===== config.mk =====
export PLATFORM = sky130hd
export DESIGN_NAME = ihdq_seq
export DESIGN_NICKNAME = d
export VERILOG_FILES = /design/src/rtl/core/ihdq_pkg.sv /design/src/rtl/core/ihdq_seq.sv
export SDC_FILE = /design/constraint.sdc
export NUM_CORES = 1
export LEC_CHECK = 0
export BUFFER_PORTS_ARGS = -buffer_cell sky130_fd_sc_hd__buf_2
export CORE_ASPECT_RATIO = 1.2
export CORE_UTILIZATION = 30
export CTS_CLUSTER_DIAMETER = 200
export CTS_CLUSTER_SIZE = 16
export DETAILED_ROUTE_END_ITERATION = 10
export GPL_TIMING_DRIVEN = 1
export MAX_ROUTING_LAYER = met4
export PLACE_DENSITY = 0.57
export SLEW_MARGIN = 0
export SYNTH_ARGS = -nofsm -noshare
export SYNTH_HDL_FRONTEND = slang
export SYNTH_SLANG_ARGS = --single-unit

===== constraint.sdc =====
create_clock -name clock -period 6.8 [get_ports clock]
set_input_delay 0.68 -clock clock [delete_from_list [all_inputs] [get_ports clock]]
set_output_delay 0.68 -clock clock [all_outputs]
set_load 0.05 [all_outputs]

===== src/rtl/core/ihdq_pkg.sv =====
// package for the interval heap double-ended priority queue
// holds beat structs, opcodes, status codes and size constants; no dependencies
package ihdq_pkg;

   localparam int Capacity  = 1024;
   localparam int AddrWidth = $clog2(Capacity);
   localparam int CountWidth = AddrWidth + 1;
   localparam int NodeWidth = AddrWidth - 1;

   typedef enum logic [1:0] {
      OP_INSERT  = 2'd0,
      OP_REM_MAX = 2'd1,
      OP_REM_MIN = 2'd2,
      OP_CLEAR   = 2'd3
   } opcode_type;

   typedef enum logic [1:0] {
      ST_OK    = 2'd0,
      ST_EMPTY = 2'd1,
      ST_FULL  = 2'd2
   } status_type;

   typedef struct packed {
      logic [1:0]         opcode;
      logic signed [31:0] key_in;
   } req_type;

   typedef struct packed {
      logic signed [31:0]    removed_key;
      logic                  removed_valid;
      logic signed [31:0]    min_key;
      logic signed [31:0]    max_key;
      logic [10:0]           entry_count;
      logic [1:0]            status;
   } rsp_type;

   // memory port request from the sequencer
   typedef struct packed {
      logic                 rd_en;
      logic [AddrWidth-1:0] rd_addr;
      logic                 wr_en;
      logic [AddrWidth-1:0] wr_addr;
      logic signed [31:0]   wr_data;
   } mem_req_type;

endpackage


===== src/rtl/core/ihdq_seq.sv =====
// sequencer: runs insert climbs and removal sinks as read/compare/write steps
// depends on ihdq_pkg; drives the key store through an mem_req_type struct
module ihdq_seq
   import ihdq_pkg::*;
(
   input  logic               clock,
   input  logic               reset,
   input  logic               start,
   input  req_type            req,
   output logic               busy,
   output mem_req_type        mem_req,
   input  logic signed [31:0] rd_data,
   output logic               rsp_strobe,
   output rsp_type            rsp
);

   // one read per cycle; value arrives in the next state
   // the moving key stays in a register and its slot (the hole) is written last,
   // so no slot is read in the cycle it is written
   typedef enum logic [13:0] {
      S_IDLE      = 14'b00000000000001,
      S_PAIR      = 14'b00000000000010,  // odd insert: low end of own node arrives
      S_CLIMB_RD  = 14'b00000000000100,  // climb: read parent end, or finish at root
      S_CLIMB_CMP = 14'b00000000001000,  // climb: compare with parent end
      S_REM_KEY   = 14'b00000000010000,  // removal: removed key arrives, read last
      S_REM_LAST  = 14'b00000000100000,  // removal: last key arrives
      S_SNK_P     = 14'b00000001000000,  // sink: read partner end of node
      S_SNK_PC    = 14'b00000010000000,  // sink: fix node order, read child 1
      S_SNK_C1    = 14'b00000100000000,  // sink: child 1 arrives, read child 2
      S_SNK_C2    = 14'b00001000000000,  // sink: pick child, move hole or finish
      S_SNK_END   = 14'b00010000000000,  // sink: write moving key into hole
      S_FIN0      = 14'b00100000000000,  // read slot 0
      S_FIN1      = 14'b01000000000000,  // capture slot 0, read slot 1
      S_FIN2      = 14'b10000000000000   // capture slot 1, raise strobe
   } state_type;

   state_type                state_ff, state_in;
   logic [CountWidth-1:0]    count_ff, count_in;
   logic signed [31:0]       cur_ff, cur_in;         // moving key
   logic [AddrWidth-1:0]     hole_ff, hole_in;       // slot the moving key belongs to
   logic                     dir_ff, dir_in;         // 1 on high ends, 0 on low ends
   logic                     try_high_ff, try_high_in;
   logic signed [31:0]       best_ff, best_in;       // first child candidate
   logic [AddrWidth-1:0]     bslot_ff, bslot_in;
   logic                     c2v_ff, c2v_in;         // second child present
   rsp_type                  rsp_ff, rsp_in;
   logic                     strobe_ff, strobe_in;

   // slot arithmetic around the node that holds the hole
   logic [NodeWidth-1:0]     node;
   logic [NodeWidth-1:0]     node_m1;
   logic [AddrWidth-1:0]     parent_slot;
   logic [CountWidth:0]      n_ext;
   logic [CountWidth:0]      pair_slot;
   logic [CountWidth:0]      c1_lo, c1_hi, c2_lo, c2_hi;
   logic [CountWidth:0]      m1_slot, m2_slot;

   // a is further out than b: above it on high ends, below it on low ends
   function automatic logic beyond(input logic signed [31:0] a,
                                   input logic signed [31:0] b,
                                   input logic hi);
      return hi ? (a > b) : (a < b);
   endfunction

   assign node        = hole_ff[AddrWidth-1:1];
   assign node_m1     = node - 1'b1;
   assign parent_slot = {1'b0, node_m1[NodeWidth-1:1], dir_ff};
   assign n_ext       = {1'b0, count_ff};
   assign pair_slot   = {2'b00, node, 1'b1};                        // 2i+1
   assign c1_lo       = {1'b0, node, 2'b10};                        // 4i+2
   assign c1_hi       = {1'b0, node, 2'b11};                        // 4i+3
   assign c2_lo       = {1'b0, node, 2'b00} + (CountWidth+1)'(4);   // 4i+4
   assign c2_hi       = c2_lo + 1'b1;
   assign m1_slot     = (dir_ff && c1_hi < n_ext) ? c1_hi : c1_lo;
   assign m2_slot     = (dir_ff && c2_hi < n_ext) ? c2_hi : c2_lo;

   assign busy = (state_ff != S_IDLE);
   assign rsp_strobe = strobe_ff;
   assign rsp = rsp_ff;

   // next state and memory control
   always_comb begin
      logic                 take_max;
      logic                 swap_pair;
      logic                 use2;
      logic signed [31:0]   sel_key;
      logic [AddrWidth-1:0] sel_slot;
      state_in    = state_ff;
      count_in    = count_ff;
      cur_in      = cur_ff;
      hole_in     = hole_ff;
      dir_in      = dir_ff;
      try_high_in = try_high_ff;
      best_in     = best_ff;
      bslot_in    = bslot_ff;
      c2v_in      = c2v_ff;
      rsp_in      = rsp_ff;
      strobe_in   = 1'b0;
      mem_req     = '0;
      take_max    = (req.opcode == OP_REM_MAX) && (count_ff != CountWidth'(1));
      swap_pair   = beyond(rd_data, cur_ff, dir_ff);
      use2        = c2v_ff && beyond(rd_data, best_ff, dir_ff);
      sel_key     = use2 ? rd_data : best_ff;
      sel_slot    = use2 ? AddrWidth'(m2_slot) : bslot_ff;

      case (state_ff)
         S_IDLE: begin
            if (start) begin
               rsp_in = '0;
               case (req.opcode)
                  OP_INSERT: begin
                     if (count_ff >= CountWidth'(Capacity)) begin
                        rsp_in.status = ST_FULL;
                        state_in = S_FIN0;
                     end else begin
                        count_in = count_ff + 1'b1;
                        cur_in   = req.key_in;
                        hole_in  = count_ff[AddrWidth-1:0];
                        if (count_ff == '0) begin
                           mem_req.wr_en   = 1'b1;
                           mem_req.wr_addr = '0;
                           mem_req.wr_data = req.key_in;
                           state_in = S_FIN0;
                        end else if (count_ff[0]) begin
                           mem_req.rd_en   = 1'b1;
                           mem_req.rd_addr = count_ff[AddrWidth-1:0] - 1'b1;
                           state_in = S_PAIR;
                        end else begin
                           dir_in      = 1'b0;
                           try_high_in = 1'b1;
                           state_in    = S_CLIMB_RD;
                        end
                     end
                  end
                  OP_CLEAR: begin
                     count_in = '0;
                     state_in = S_FIN0;
                  end
                  default: begin
                     if (count_ff == '0) begin
                        rsp_in.status = ST_EMPTY;
                        state_in = S_FIN0;
                     end else begin
                        dir_in   = take_max;
                        hole_in  = {{(AddrWidth-1){1'b0}}, take_max};
                        count_in = count_ff - 1'b1;
                        rsp_in.removed_valid = 1'b1;
                        mem_req.rd_en   = 1'b1;
                        mem_req.rd_addr = {{(AddrWidth-1){1'b0}}, take_max};
                        state_in = S_REM_KEY;
                     end
                  end
               endcase
            end
         end

         // odd insert: order against the low end of the same node
         S_PAIR: begin
            if (beyond(cur_ff, rd_data, 1'b0)) begin
               mem_req.wr_en   = 1'b1;
               mem_req.wr_addr = hole_ff;
               mem_req.wr_data = rd_data;
               hole_in = hole_ff - 1'b1;
               dir_in  = 1'b0;
            end else begin
               dir_in  = 1'b1;
            end
            try_high_in = 1'b0;
            state_in = S_CLIMB_RD;
         end

         // climb: root reached, or fetch the parent end
         S_CLIMB_RD: begin
            if (node == '0) begin
               mem_req.wr_en   = 1'b1;
               mem_req.wr_addr = hole_ff;
               mem_req.wr_data = cur_ff;
               state_in = S_FIN0;
            end else begin
               mem_req.rd_en   = 1'b1;
               mem_req.rd_addr = parent_slot;
               state_in = S_CLIMB_CMP;
            end
         end

         // climb: pull parent end down into the hole, or settle
         S_CLIMB_CMP: begin
            if (beyond(cur_ff, rd_data, dir_ff)) begin
               mem_req.wr_en   = 1'b1;
               mem_req.wr_addr = hole_ff;
               mem_req.wr_data = rd_data;
               hole_in     = parent_slot;
               try_high_in = 1'b0;
               state_in    = S_CLIMB_RD;
            end else if (try_high_ff) begin
               // even insert not below parent low end: try the high end
               try_high_in = 1'b0;
               dir_in      = 1'b1;
               state_in    = S_CLIMB_RD;
            end else begin
               mem_req.wr_en   = 1'b1;
               mem_req.wr_addr = hole_ff;
               mem_req.wr_data = cur_ff;
               state_in = S_FIN0;
            end
         end

         // removal: capture removed key, read last slot
         S_REM_KEY: begin
            rsp_in.removed_key = rd_data;
            if (count_ff == '0) begin
               state_in = S_FIN0;
            end else begin
               mem_req.rd_en   = 1'b1;
               mem_req.rd_addr = count_ff[AddrWidth-1:0];
               state_in = S_REM_LAST;
            end
         end

         S_REM_LAST: begin
            cur_in   = rd_data;
            state_in = S_SNK_P;
         end

         // sink: partner end of the node, if present
         S_SNK_P: begin
            if (pair_slot < n_ext) begin
               mem_req.rd_en   = 1'b1;
               mem_req.rd_addr = {node, ~dir_ff};
               state_in = S_SNK_PC;
            end else begin
               mem_req.wr_en   = 1'b1;
               mem_req.wr_addr = hole_ff;
               mem_req.wr_data = cur_ff;
               state_in = S_FIN0;
            end
         end

         // sink: keep low <= high inside the node, then fetch first child
         S_SNK_PC: begin
            if (swap_pair) begin
               mem_req.wr_en   = 1'b1;
               mem_req.wr_addr = {node, ~dir_ff};
               mem_req.wr_data = cur_ff;
               cur_in = rd_data;
            end
            if (c1_lo >= n_ext) begin
               if (swap_pair) begin
                  state_in = S_SNK_END;
               end else begin
                  mem_req.wr_en   = 1'b1;
                  mem_req.wr_addr = hole_ff;
                  mem_req.wr_data = cur_ff;
                  state_in = S_FIN0;
               end
            end else begin
               mem_req.rd_en   = 1'b1;
               mem_req.rd_addr = AddrWidth'(m1_slot);
               state_in = S_SNK_C1;
            end
         end

         S_SNK_C1: begin
            best_in  = rd_data;
            bslot_in = AddrWidth'(m1_slot);
            c2v_in   = (c2_lo < n_ext);
            if (c2_lo < n_ext) begin
               mem_req.rd_en   = 1'b1;
               mem_req.rd_addr = AddrWidth'(m2_slot);
            end
            state_in = S_SNK_C2;
         end

         // sink: move the chosen child end up into the hole, or settle
         S_SNK_C2: begin
            mem_req.wr_en   = 1'b1;
            mem_req.wr_addr = hole_ff;
            if (beyond(sel_key, cur_ff, dir_ff)) begin
               mem_req.wr_data = sel_key;
               hole_in  = sel_slot;
               state_in = S_SNK_P;
            end else begin
               mem_req.wr_data = cur_ff;
               state_in = S_FIN0;
            end
         end

         S_SNK_END: begin
            mem_req.wr_en   = 1'b1;
            mem_req.wr_addr = hole_ff;
            mem_req.wr_data = cur_ff;
            state_in = S_FIN0;
         end

         // result collection
         S_FIN0: begin
            mem_req.rd_en   = 1'b1;
            mem_req.rd_addr = '0;
            state_in = S_FIN1;
         end
         S_FIN1: begin
            rsp_in.min_key  = (count_ff == '0) ? '0 : rd_data;
            mem_req.rd_en   = 1'b1;
            mem_req.rd_addr = (count_ff > CountWidth'(1)) ? AddrWidth'(1) : '0;
            state_in = S_FIN2;
         end
         S_FIN2: begin
            rsp_in.max_key     = (count_ff == '0) ? '0 : rd_data;
            rsp_in.entry_count = 11'(count_ff);
            strobe_in = 1'b1;
            state_in  = S_IDLE;
         end
         default: begin
            state_in = S_IDLE;
         end
      endcase
   end

   // control registers
   always_ff @(posedge clock) begin
      if (reset) begin
         state_ff  <= S_IDLE;
         count_ff  <= '0;
         strobe_ff <= 1'b0;
      end else begin
         state_ff  <= state_in;
         count_ff  <= count_in;
         strobe_ff <= strobe_in;
      end
   end

   // payload registers
   always_ff @(posedge clock) begin
      cur_ff      <= cur_in;
      hole_ff     <= hole_in;
      dir_ff      <= dir_in;
      try_high_ff <= try_high_in;
      best_ff     <= best_in;
      bslot_ff    <= bslot_in;
      c2v_ff      <= c2v_in;
      rsp_ff      <= rsp_in;
   end

`ifndef SYNTHESIS
   // count never exceeds capacity
   a_count: assert property (@(posedge clock) disable iff (reset)
      count_ff <= CountWidth'(Capacity)) else $error("count overflow");
   // state register stays one-hot
   a_onehot: assert property (@(posedge clock) disable iff (reset)
      $onehot(state_ff)) else $error("state not one-hot");
   // strobe only on return to idle
   a_strobe: assert property (@(posedge clock) disable iff (reset)
      strobe_ff |-> state_ff == S_IDLE) else $error("strobe outside idle");
   // an accepted beat always leaves idle
   a_accept: assert property (@(posedge clock) disable iff (reset)
      (start && !busy) |=> busy) else $error("accepted beat not started");
   // result count matches register
   a_rsp_cnt: assert property (@(posedge clock) disable iff (reset)
      strobe_ff |-> rsp_ff.entry_count == 11'(count_ff)) else $error("count mismatch");
`endif

endmodule


Yosys cells after proc, flatten, opt, wreduce, memory -nomap -nowiden
Cells that the tools add are included.
Operators by class
  reduce and logical (&&, ||, !) cells: 25
  divide/modulo/power cells: 0
  multiply operators: 0
  equality and inequality tests: 35
  $add $sub $neg: 7
  $lt $le $gt $ge: 15
  bitwise operators: 1
  shift-type cells: 0
  muxes and demuxes: 91
Operators with widths (number)
  43-bit 2-to-1 mux: 10
  43-bit case mux with 8 select lines: 1
  32-bit 2-to-1 mux: 7
  14-bit case mux with 13 select lines: 1
  12-bit 2-to-1 mux: 11
  32-bit > comparator: 4
  32-bit less-than comparator: 4
  32-bit case mux with 2 select lines: 2
  11-bit 2-to-1 mux: 10
  110-bit 2-to-1 mux: 1
  54-bit 2-to-1 mux: 2
  32-bit case mux with 3 select lines: 1
  11-bit case mux with 8 select lines: 1
  43-bit case mux with 2 select lines: 1
  10-bit 2-to-1 mux: 8
  11-bit case mux with 2 select lines: 2
  10-bit case mux with 4 select lines: 1
  14-bit case mux with 2 select lines: 1
  12-bit by 11-bit less-than comparator with 1-bit output: 2
  2-bit inequality test (second input constant): 12
  1-bit 2-to-1 mux: 23
  10-bit case mux with 2 select lines: 1
  10-bit by 1-bit subtractor with 10-bit output (second input constant): 2
  8-bit AND reduction: 2
  other kinds (51): 64
Word-level totals
  latch bits: 0
  bits in read-only memories: 0
  bits in writable memories: 0
  logic and storage cells: 190
  bits of input ports: 69
  output and inout port bits: 166
  memories kept: 0
  register bits after elaboration: 223

Longest topological paths before layout
Gate-level depths: netlist (run 1).
  depth in word-level cells: 8
  depth in mapped cells: 26
  gate-level depth less buffers: 20

Least setup slack after synthesis (run 1)
OpenSTA, ideal clock, no wires.
  path type: register to output
  from: register state_ff[10]
  to: output mem_req[48] (netlist bit)
  data arrival time: 7.543 ns
  path slack: -1.423 ns
  stages on the path, launching flop included: 8
  buffers on the path: 2
  cell sequence: dfxtp_1 clkbuf_1 nor4_1 nand3_1 nor4b_1 o2111ai_1 clkbuf_1 o21ai_0
RTL lines
  start, declared: RTL line ihdq_seq.sv:37  | state_type state_ff, state_in;
  start signal, assigned: RTL line ihdq_seq.sv:326  | state_ff <= state_in;
  end, declared: RTL line ihdq_seq.sv:11  | output mem_req_type mem_req,

==> results of run 1 <==
[area by class of cell]
class / instances / area (um^2) / area share
Multi-Input combinational cell: 1110 / 7490 / 0.416
Sequential cell: 222 / 6410 / 0.356
Timing Repair Buffer: 324 / 2330 / 0.129
Tap cell: 623 / 779 / 0.0433
Inverter: 133 / 499 / 0.0277
Clock buffer: 29 / 480 / 0.0267
Clock inverter: 1 / 8.76 / 0.000487
Antenna cell: 2 / 5.00 / 0.000278
[state kept, by name, summed over array words and instances, names as in the netlist]
signal and flops:
dir_ff 1, hole_ff 10, cur_ff 32, count_ff 11, best_ff 32, try_high_ff 1
bslot_ff 9, c2v_ff 1, rsp_strobe 1, state_ff 14, rsp 110
[kinds of logic (layout without fill, tap and decap cells)]
| family | Yosys count | in the layout | synth area share |
|---|---|---|---|
| simple gates | 542 | 542 | 0.178 |
| compound gates | 395 | 395 | 0.180 |
| flops | 222 | 222 | 0.442 |
| buf+inv | 220 | 487 | 0.0591 |
| fa+ha+maj | 134 | 134 | 0.116 |
| xor+xnor | 24 | 24 | 0.0145 |
| mux | 15 | 15 | 0.0113 |
| other cells | 0 | 2 | 0 |
[worst register-to-register path: cells and delay by family (launching register included)]
family	cells	cell delay [ns]
adders and majority gates	2	0.58
AOI/OAI and AO/OA	7	1.12
and+or+nand+nor	4	1.10
muxes	4	0.82
buffers and inverters	18	2.31
DFF	1	0.39
[layer usage]
metal | up-vias | GRT usage
met5 | - | -
li1 | 6267 | -
met2 | 512 | 0.379
met1 | 6530 | 0.268
met4 | 0 | 0.0628
met3 | 85 | 0.0254
[cells in the mapped netlist (6+ instances only)]
library cell | n | share of area
nor4_1 | 16 | 0.0069
ha_1 | 134 | 0.12
nand3_1 | 60 | 0.021
a22oi_1 | 35 | 0.018
nor3_1 | 88 | 0.030
clkbuf_1 | 67 | 0.017
xnor2_1 | 9 | 0.0054
nor2_1 | 106 | 0.027
or4_1 | 6 | 0.0031
nand3b_1 | 6 | 0.0031
buf_1 | 11 | 0.0029
o211ai_1 | 11 | 0.0057
mux2i_1 | 13 | 0.0090
nand2_1 | 170 | 0.044
a221oi_1 | 11 | 0.0066
and3_1 | 9 | 0.0039
a211oi_1 | 9 | 0.0047
o22ai_1 | 15 | 0.0065
xor2_1 | 15 | 0.0091
dfxtp_1 | 26 | 0.036
nand4_1 | 30 | 0.013
a21o_1 | 17 | 0.0088
a221o_1 | 31 | 0.021
inv_1 | 131 | 0.034
or3_1 | 8 | 0.0035
nand2b_1 | 11 | 0.0048
nor2b_1 | 12 | 0.0052
edfxtp_1 | 196 | 0.41
a21oi_1 | 90 | 0.031
o21ai_0 | 114 | 0.039
[power by group]
group          leakage, uW  internal, uW  switching [uW]
clock             0.000234           485             514
sequential         0.00208          1920             304
combinational      0.00535          1010            2810
[placed cells by master (no fill, tap or decap), types with 17 or more instances in the layout]
| cell type | n |
|---|---|
| nor2_1 | 104 |
| nand3_1 | 60 |
| buf_6 | 22 |
| a21oi_1 | 85 |
| buf_12 | 22 |
| buf_4 | 75 |
| nor3_1 | 86 |
| nand2_1 | 167 |
| inv_1 | 129 |
| a21o_1 | 17 |
| buf_2 | 202 |
| o21ai_0 | 109 |
| edfxtp_1 | 196 |
| nand4_1 | 30 |
| a22oi_1 | 35 |
| clkbuf_16 | 18 |
| a221o_2 | 29 |
| dfxtp_1 | 26 |
| ha_1 | 132 |
[through the flow]
step / setup slack, ns / TNS [ns] / hold slack (ns) / cell area (um^2)
floorplan: 0.0245 / 0 / 0.480 / 14500
global placement: -0.0628 / -1.59 / 0.505 / 16900
detailed placement: -0.204 / -5.67 / 0.508 / 16900
CTS: -0.0352 / -0.703 / 0.383 / 17800
finish: -0.0975 / -2.07 / 0.406 / 18000
global route: -0.272 / -7.90 / 0.389 / 18000
[path summary, 6_finish.rpt]
check / from / end / slack [ns] / cells past startpoint
worst max-delay path: best_ff[15] / mem_req[4] / -0.1 / 25
worst min-delay path: rd_data[18] / best_ff[18] / 0.41 / 1
worst max register to register: best_ff[15] / hole_ff[7] / 0.20 / 35
worst min register to register: state_ff[11] / state_ff[12] / 0.52 / 1
[repair_timing]
action	in CTS	in global routing
pin swaps	7	15
buffers inserted	25	9
endpoints found under the setup margin	32	43
gates cloned	2	2
resized for setup	44	44
==> results_tabular.tex, run 1 <==
\begin{tabular}{lr}
\hline
Metric & Value \\
\hline
\multicolumn{2}{l}{\textbf{Outcome}} \\
Result of the run & finished with violations \\
Violated checks & negative setup slack \\
\multicolumn{2}{l}{\textbf{Floorplanning}} \\
Effective utilization at floorplan & 0.306 \\
Site row count & 87 \\
I/O pin total & 235 \\
Die outline area & 49,200 um\^{}2 \\
Y dimension of the die & 243 um \\
Placeable core area & 47,400 um\^{}2 \\
Die X & 203 um \\
\multicolumn{2}{l}{\textbf{STA}} \\
Final hold violation count & 0 \\
RSZ-0062 raised after global routing & yes \\
Post-Route Skew & 0.0291 ns \\
Number of setup violations in the final report & 32 \\
Slew Viols, Final & 0 \\
Worst Slack Setup Final & -0.0975 ns \\
Upper clock frequency limit & 0.145 GHz \\
Max\_slew headroom & 0.205 \\
Worst Max-Slew Pin Slew & 1.19 ns \\
Crit share post-route & 1.01 \\
Post-layout minimum cycle time & 6.90 ns \\
\multicolumn{2}{l}{\textbf{Clocking}} \\
Clock slew seen by the registers of the worst setup and hold paths & 0.08 ns \\
Worst-skew pair later-pin latency & 0.53 ns \\
Clock buffers created by TritonCTS & 17 \\
Maximum buffer depth of the clock tree & 3 \\
Clock tree from TritonCTS & done \\
Clock Sinks & 222 \\
Clock root buffer & clkbuf\_16 \\
Hold buffer count at CTS & 0 \\
Clock H-tree levels & 1 \\
\multicolumn{2}{l}{\textbf{Critical path}} \\
Cell with the largest stage delay on the worst path & or4\_4 \\
Worst path max stage delay & 0.60 ns \\
Crit path max fanout & 8 \\
CP startpoint kind & flop \\
Gate family responsible for the most delay along the worst path & compound AO/OA/AOI/OAI gates \\
Kind of end point of the critical path & output port \\
Classification of the worst setup path & reg2out \\
Most used cell, CP & mux2i\_1 \\
Worst Path Required & 6.12 ns \\
Worst path arrival time & 6.22 ns \\
Critical path buffers and inverters & 7 \\
\multicolumn{2}{l}{\textbf{Yosys}} \\
Synth Flop Type & edfxtp\_1 \\
Share of async-settable or async-resettable flops after synthesis & 0 \\
Average instance area after synthesis & 9.33 um\^{}2 \\
Count of distinct cell types in the synthesized netlist & 77 \\
Post-synthesis cell count & 1,552 \\
Flip-flop and latch count after synthesis & 222 \\
Area of the mapped netlist & 14,500 um\^{}2 \\
Count of flip-flops with a built-in enable after synthesis & 196 \\
Ys Warns & 0 \\
Nets in the synthesized netlist & 1,755 \\
Fraction of the yosys area taken by sequential cells & 0.442 \\
\multicolumn{2}{l}{\textbf{Placement}} \\
Number of port buffers & 234 \\
Gpl congestion & 0.924 \\
Placed wire-length estimate after detailed placement & 39,200 um \\
Inst Count DP & 2,380 \\
\multicolumn{2}{l}{\textbf{Routing}} \\
Number of DRC violations after detailed-routing iteration 0 & 955 \\
Routed met2 length & 27,100 um \\
Overall routed net length & 54,100 um \\
Count of unresolved DRC violations after routing & 0 \\
Via count of the routed design & 13,394 \\
Count of antenna-violating nets left after detailed routing & 0 \\
DRT met1 WL & 22,700 um \\
Routed wire length on met3 & 2850 um \\
Detailed-route vias per instance & 5.48 \\
Routed wire per std cell & 22.1 um \\
Length of the first detailed-routing pass in iterations & 5 \\
Top metal layer carrying routed signals & met4 \\
\multicolumn{2}{l}{\textbf{Job}} \\
Number of maximum-capacitance constraint violations & 0 \\
\multicolumn{2}{l}{\textbf{GRT}} \\
First-pass GRT wire length & 80,700 um \\
Via count of the first global-routing pass & 13,287 \\
Overall overflow remaining after global route & 0 \\
Largest net degree at the start of global routing & 68 \\
Number of antenna violations at the first check in global routing & 1 \\
All-layer global routing usage & 0.220 \\
\multicolumn{2}{l}{\textbf{Power}} \\
Post-route total power & 7040 uW \\
Total power per unit cell area & 391 nW/um\^{}2 \\
Worst vdd rail ir drop & 0.558 mV \\
Cell leakage power & 0.00767 uW \\
\multicolumn{2}{l}{\textbf{Cells and area}} \\
Filler-free cell count of the finished design & 2,444 \\
Finished Core Util & 0.380 \\
Layout filler cell count & 4,765 \\
Area delta synth->final & 24.3\% \\
Layout Nets & 2,011 \\
Fraction of final layout cells sized beyond drive strength 1 & 0.233 \\
\multicolumn{2}{l}{\textbf{Hold path}} \\
Path category of the worst min-delay check & in2reg \\
\hline
\end{tabular}
Power figures use the tool's default switching activity.
==> inputs of run 2 (changes only) <==
--- a/config.mk
+++ b/config.mk
@@ -5,15 +5,15 @@
 export SDC_FILE = /design/constraint.sdc
 export NUM_CORES = 1
 export LEC_CHECK = 0
-export BUFFER_PORTS_ARGS = -buffer_cell sky130_fd_sc_hd__buf_2
 export CORE_ASPECT_RATIO = 1.2
 export CORE_UTILIZATION = 30
 export CTS_CLUSTER_DIAMETER = 200
 export CTS_CLUSTER_SIZE = 16
 export DETAILED_ROUTE_END_ITERATION = 10
+export DONT_BUFFER_PORTS = 1
 export GPL_TIMING_DRIVEN = 1
 export MAX_ROUTING_LAYER = met4
-export PLACE_DENSITY = 0.57
+export PLACE_DENSITY = 0.53
 export SLEW_MARGIN = 0
 export SYNTH_ARGS = -nofsm -noshare
 export SYNTH_HDL_FRONTEND = slang
==> run 2 against run 1 <==
Against the previous run:
- the flow still finishes with violations (negative setup slack)
- global-route usage fell by 0.065 points
- worst setup slack got worse by 0.14 ns
- non-clock buffer count fell by 215
- sequential power rose by 41%
- fmax fell by 2.1%
- combinational power fell by 29%
- via count fell by 6.0%
- first-iteration DRC count fell by 4.4%
- clock skew fell by 0.011 ns
- power fell by 2.5%
==> results_tabular.tex, run 2 (synthesis results as in run 1) <==
\begin{tabular}{lr}
\hline
Metric & Value \\
\hline
\multicolumn{2}{l}{\textbf{Outcome}} \\
Result of the run & finished with violations \\
Violated checks & negative setup slack \\
\multicolumn{2}{l}{\textbf{Placement}} \\
Number of port buffers & 0 \\
Post-Place Cell Area & 16,100 um\^{}2 \\
Placed wire-length estimate after detailed placement & 38,600 um \\
Gpl congestion & 0.929 \\
Post-Place Worst Slack & -0.203 ns \\
\multicolumn{2}{l}{\textbf{Clocking}} \\
Clock slew seen by the registers of the worst setup and hold paths & 0.09 ns \\
Hold buffer count at CTS & 0 \\
Clock H-tree levels & 1 \\
Worst-skew pair later-pin latency & 0.52 ns \\
Clock buffers created by TritonCTS & 17 \\
Clock Sinks & 222 \\
Clock tree from TritonCTS & done \\
Maximum buffer depth of the clock tree & 3 \\
Clock root buffer & clkbuf\_16 \\
\multicolumn{2}{l}{\textbf{STA}} \\
Post-layout minimum cycle time & 7.04 ns \\
Final setup TNS & -6.69 ns \\
Final hold violation count & 0 \\
Crit share post-route & 1.04 \\
RSZ-0062 raised after global routing & yes \\
Number of setup violations in the final report & 32 \\
Post-Route Skew & 0.0185 ns \\
Worst Hold Margin & 0.215 ns \\
Worst Slack Setup Final & -0.242 ns \\
Upper clock frequency limit & 0.142 GHz \\
Slew Viols, Final & 0 \\
Max\_slew headroom & 0.0817 \\
Worst Max-Slew Pin Slew & 1.38 ns \\
\multicolumn{2}{l}{\textbf{GRT}} \\
Met1 usage in global routing & 0.257 \\
All-layer global routing usage & 0.219 \\
Largest net degree at the start of global routing & 68 \\
Fraction of met3 tracks used by global routing & 0.0369 \\
Global routing met2 resource utilization & 0.380 \\
GRT busiest layer & met2 \\
First-pass GRT wire length & 79,700 um \\
Overall overflow remaining after global route & 0 \\
Number of antenna violations at the first check in global routing & 0 \\
Via count of the first global-routing pass & 12,321 \\
\multicolumn{2}{l}{\textbf{Floorplanning}} \\
Y dimension of the die & 243 um \\
Die X & 203 um \\
Placeable core area & 47,400 um\^{}2 \\
Effective utilization at floorplan & 0.306 \\
Die outline area & 49,200 um\^{}2 \\
I/O pin total & 235 \\
Site row count & 87 \\
\multicolumn{2}{l}{\textbf{Routing}} \\
Length of the first detailed-routing pass in iterations & 5 \\
Number of DRC violations after detailed-routing iteration 0 & 913 \\
Routed wire per std cell & 24.5 um \\
Count of unresolved DRC violations after routing & 0 \\
Overall routed net length & 54,500 um \\
Count of antenna-violating nets left after detailed routing & 0 \\
Detailed-route vias per instance & 5.65 \\
Via count of the routed design & 12,586 \\
\multicolumn{2}{l}{\textbf{Power}} \\
Total power per unit cell area & 402 nW/um\^{}2 \\
Worst vdd rail ir drop & 0.373 mV \\
Cell leakage power & 0.00678 uW \\
Post-route total power & 6860 uW \\
\multicolumn{2}{l}{\textbf{Cells and area}} \\
Reg area & 6410 um\^{}2 \\
Diode insertion count for antenna repair & 0 \\
Highest-count cells in the layout ignoring fill and taps & edfxtp\_1 (196), nand2\_1 (163), ha\_1 (132), inv\_1 (129), nor2\_1 (104) \\
Most common library cell in the layout ignoring fill and taps & edfxtp\_1 \\
Layout filler cell count & 4,790 \\
Number of flip-flops under the largest register name & 110 \\
Area delta synth->final & 17.8\% \\
Fraction of final layout cells sized beyond drive strength 1 & 0.132 \\
Final instance area & 17,100 um\^{}2 \\
Multi-input combinational cell area & 7500 um\^{}2 \\
Layout Nets & 1,797 \\
\multicolumn{2}{l}{\textbf{Hold path}} \\
Path category of the worst min-delay check & in2reg \\
\multicolumn{2}{l}{\textbf{Critical path}} \\
Worst path arrival time & 6.36 ns \\
Classification of the worst setup path & reg2out \\
Kind of end point of the critical path & output port \\
Worst R2R Setup Slack & 1.40 ns \\
CP startpoint kind & flop \\
Crit path max fanout & 7 \\
Worst Path Required & 6.12 ns \\
\multicolumn{2}{l}{\textbf{Job}} \\
Number of maximum-capacitance constraint violations & 0 \\
\hline
\end{tabular}
## run 2: cell types whose count changed in the layout (fill, tap and decap cells not counted), moves of 4 or more
| cell | previous run | this run |
|---|---|---|
| buf_12 | 22 | 37 |
| buf_2 | 202 | 0 |
| buf_4 | 75 | 61 |
| buf_6 | 22 | 4 |
| nand2_1 | 167 | 163 |
| nand2_2 | 3 | 7 |
| o21ai_0 | 109 | 101 |
| o21ai_1 | 4 | 11 |
## run 2: final cells by class
cell class,count,share of cell area
Inverter,133,0.0292
Timing Repair Buffer,109,0.0821
Clock buffer,29,0.0281
Multi-Input combinational cell,1111,0.440
Tap cell,623,0.0457
Sequential cell,222,0.375
## run 2: final timing paths
path / startpoint / endpoint / cells past startpoint
worst min register to register: state_ff[11] / state_ff[12] / 1
worst max register to register: best_ff[15] / hole_ff[6] / 24
worst max-delay path: best_ff[15] / mem_req[14] / 24
worst min-delay path: reset / rsp_strobe / 1
## run 2: metal layers
metal | routed length [um] | vias up
li1 | - | 5840
met4 | 1610 | 0
met3 | 3850 | 95
met1 | 21700 | 6145
met2 | 27300 | 506
met5 | 0 | -
## run 2: report_power, final
part	switching [uW]	internal, uW	total [uW]
sequential	1170	1940	3120
combinational	1870	863	2730
clock	528	483	1010
## run 2: through the flow
step	utilization	cells
floorplan	-	1552
global placement	0.340	2170
detailed placement	0.340	2170
CTS	0.357	2218
global route	0.360	2227
finish	0.360	2227
## run 2: worst max-delay path: stages (launching register included)
cell and delay, ns:
edfxtp_1 0.39, inv_2 0.06, ha_4 0.27, nand4_1 0.19
or4_4 0.58, a21oi_2 0.14, o32ai_2 0.10, mux2i_2 0.29
mux2i_4 0.34, buf_6 0.16, buf_12 0.12, nand2_2 0.06
o21ai_2 0.08, ha_4 0.24, a21oi_2 0.15, a311oi_2 0.13
a211o_1 0.26, a211o_1 0.34, a211oi_2 0.23, mux2i_1 0.24
mux2i_2 0.13, or4_4 0.56, clkbuf_16 0.22, a221o_2 0.39
buf_12 0.16
## run 2: repair_timing
| action | CTS | global route |
|---|---|---|
| setup endpoints to repair | 32 | 32 |
| buffers inserted | 16 | 5 |
| cloned | 3 | 5 |
| gates resized for setup | 26 | 24 |
| pin swaps | 7 | 56 |
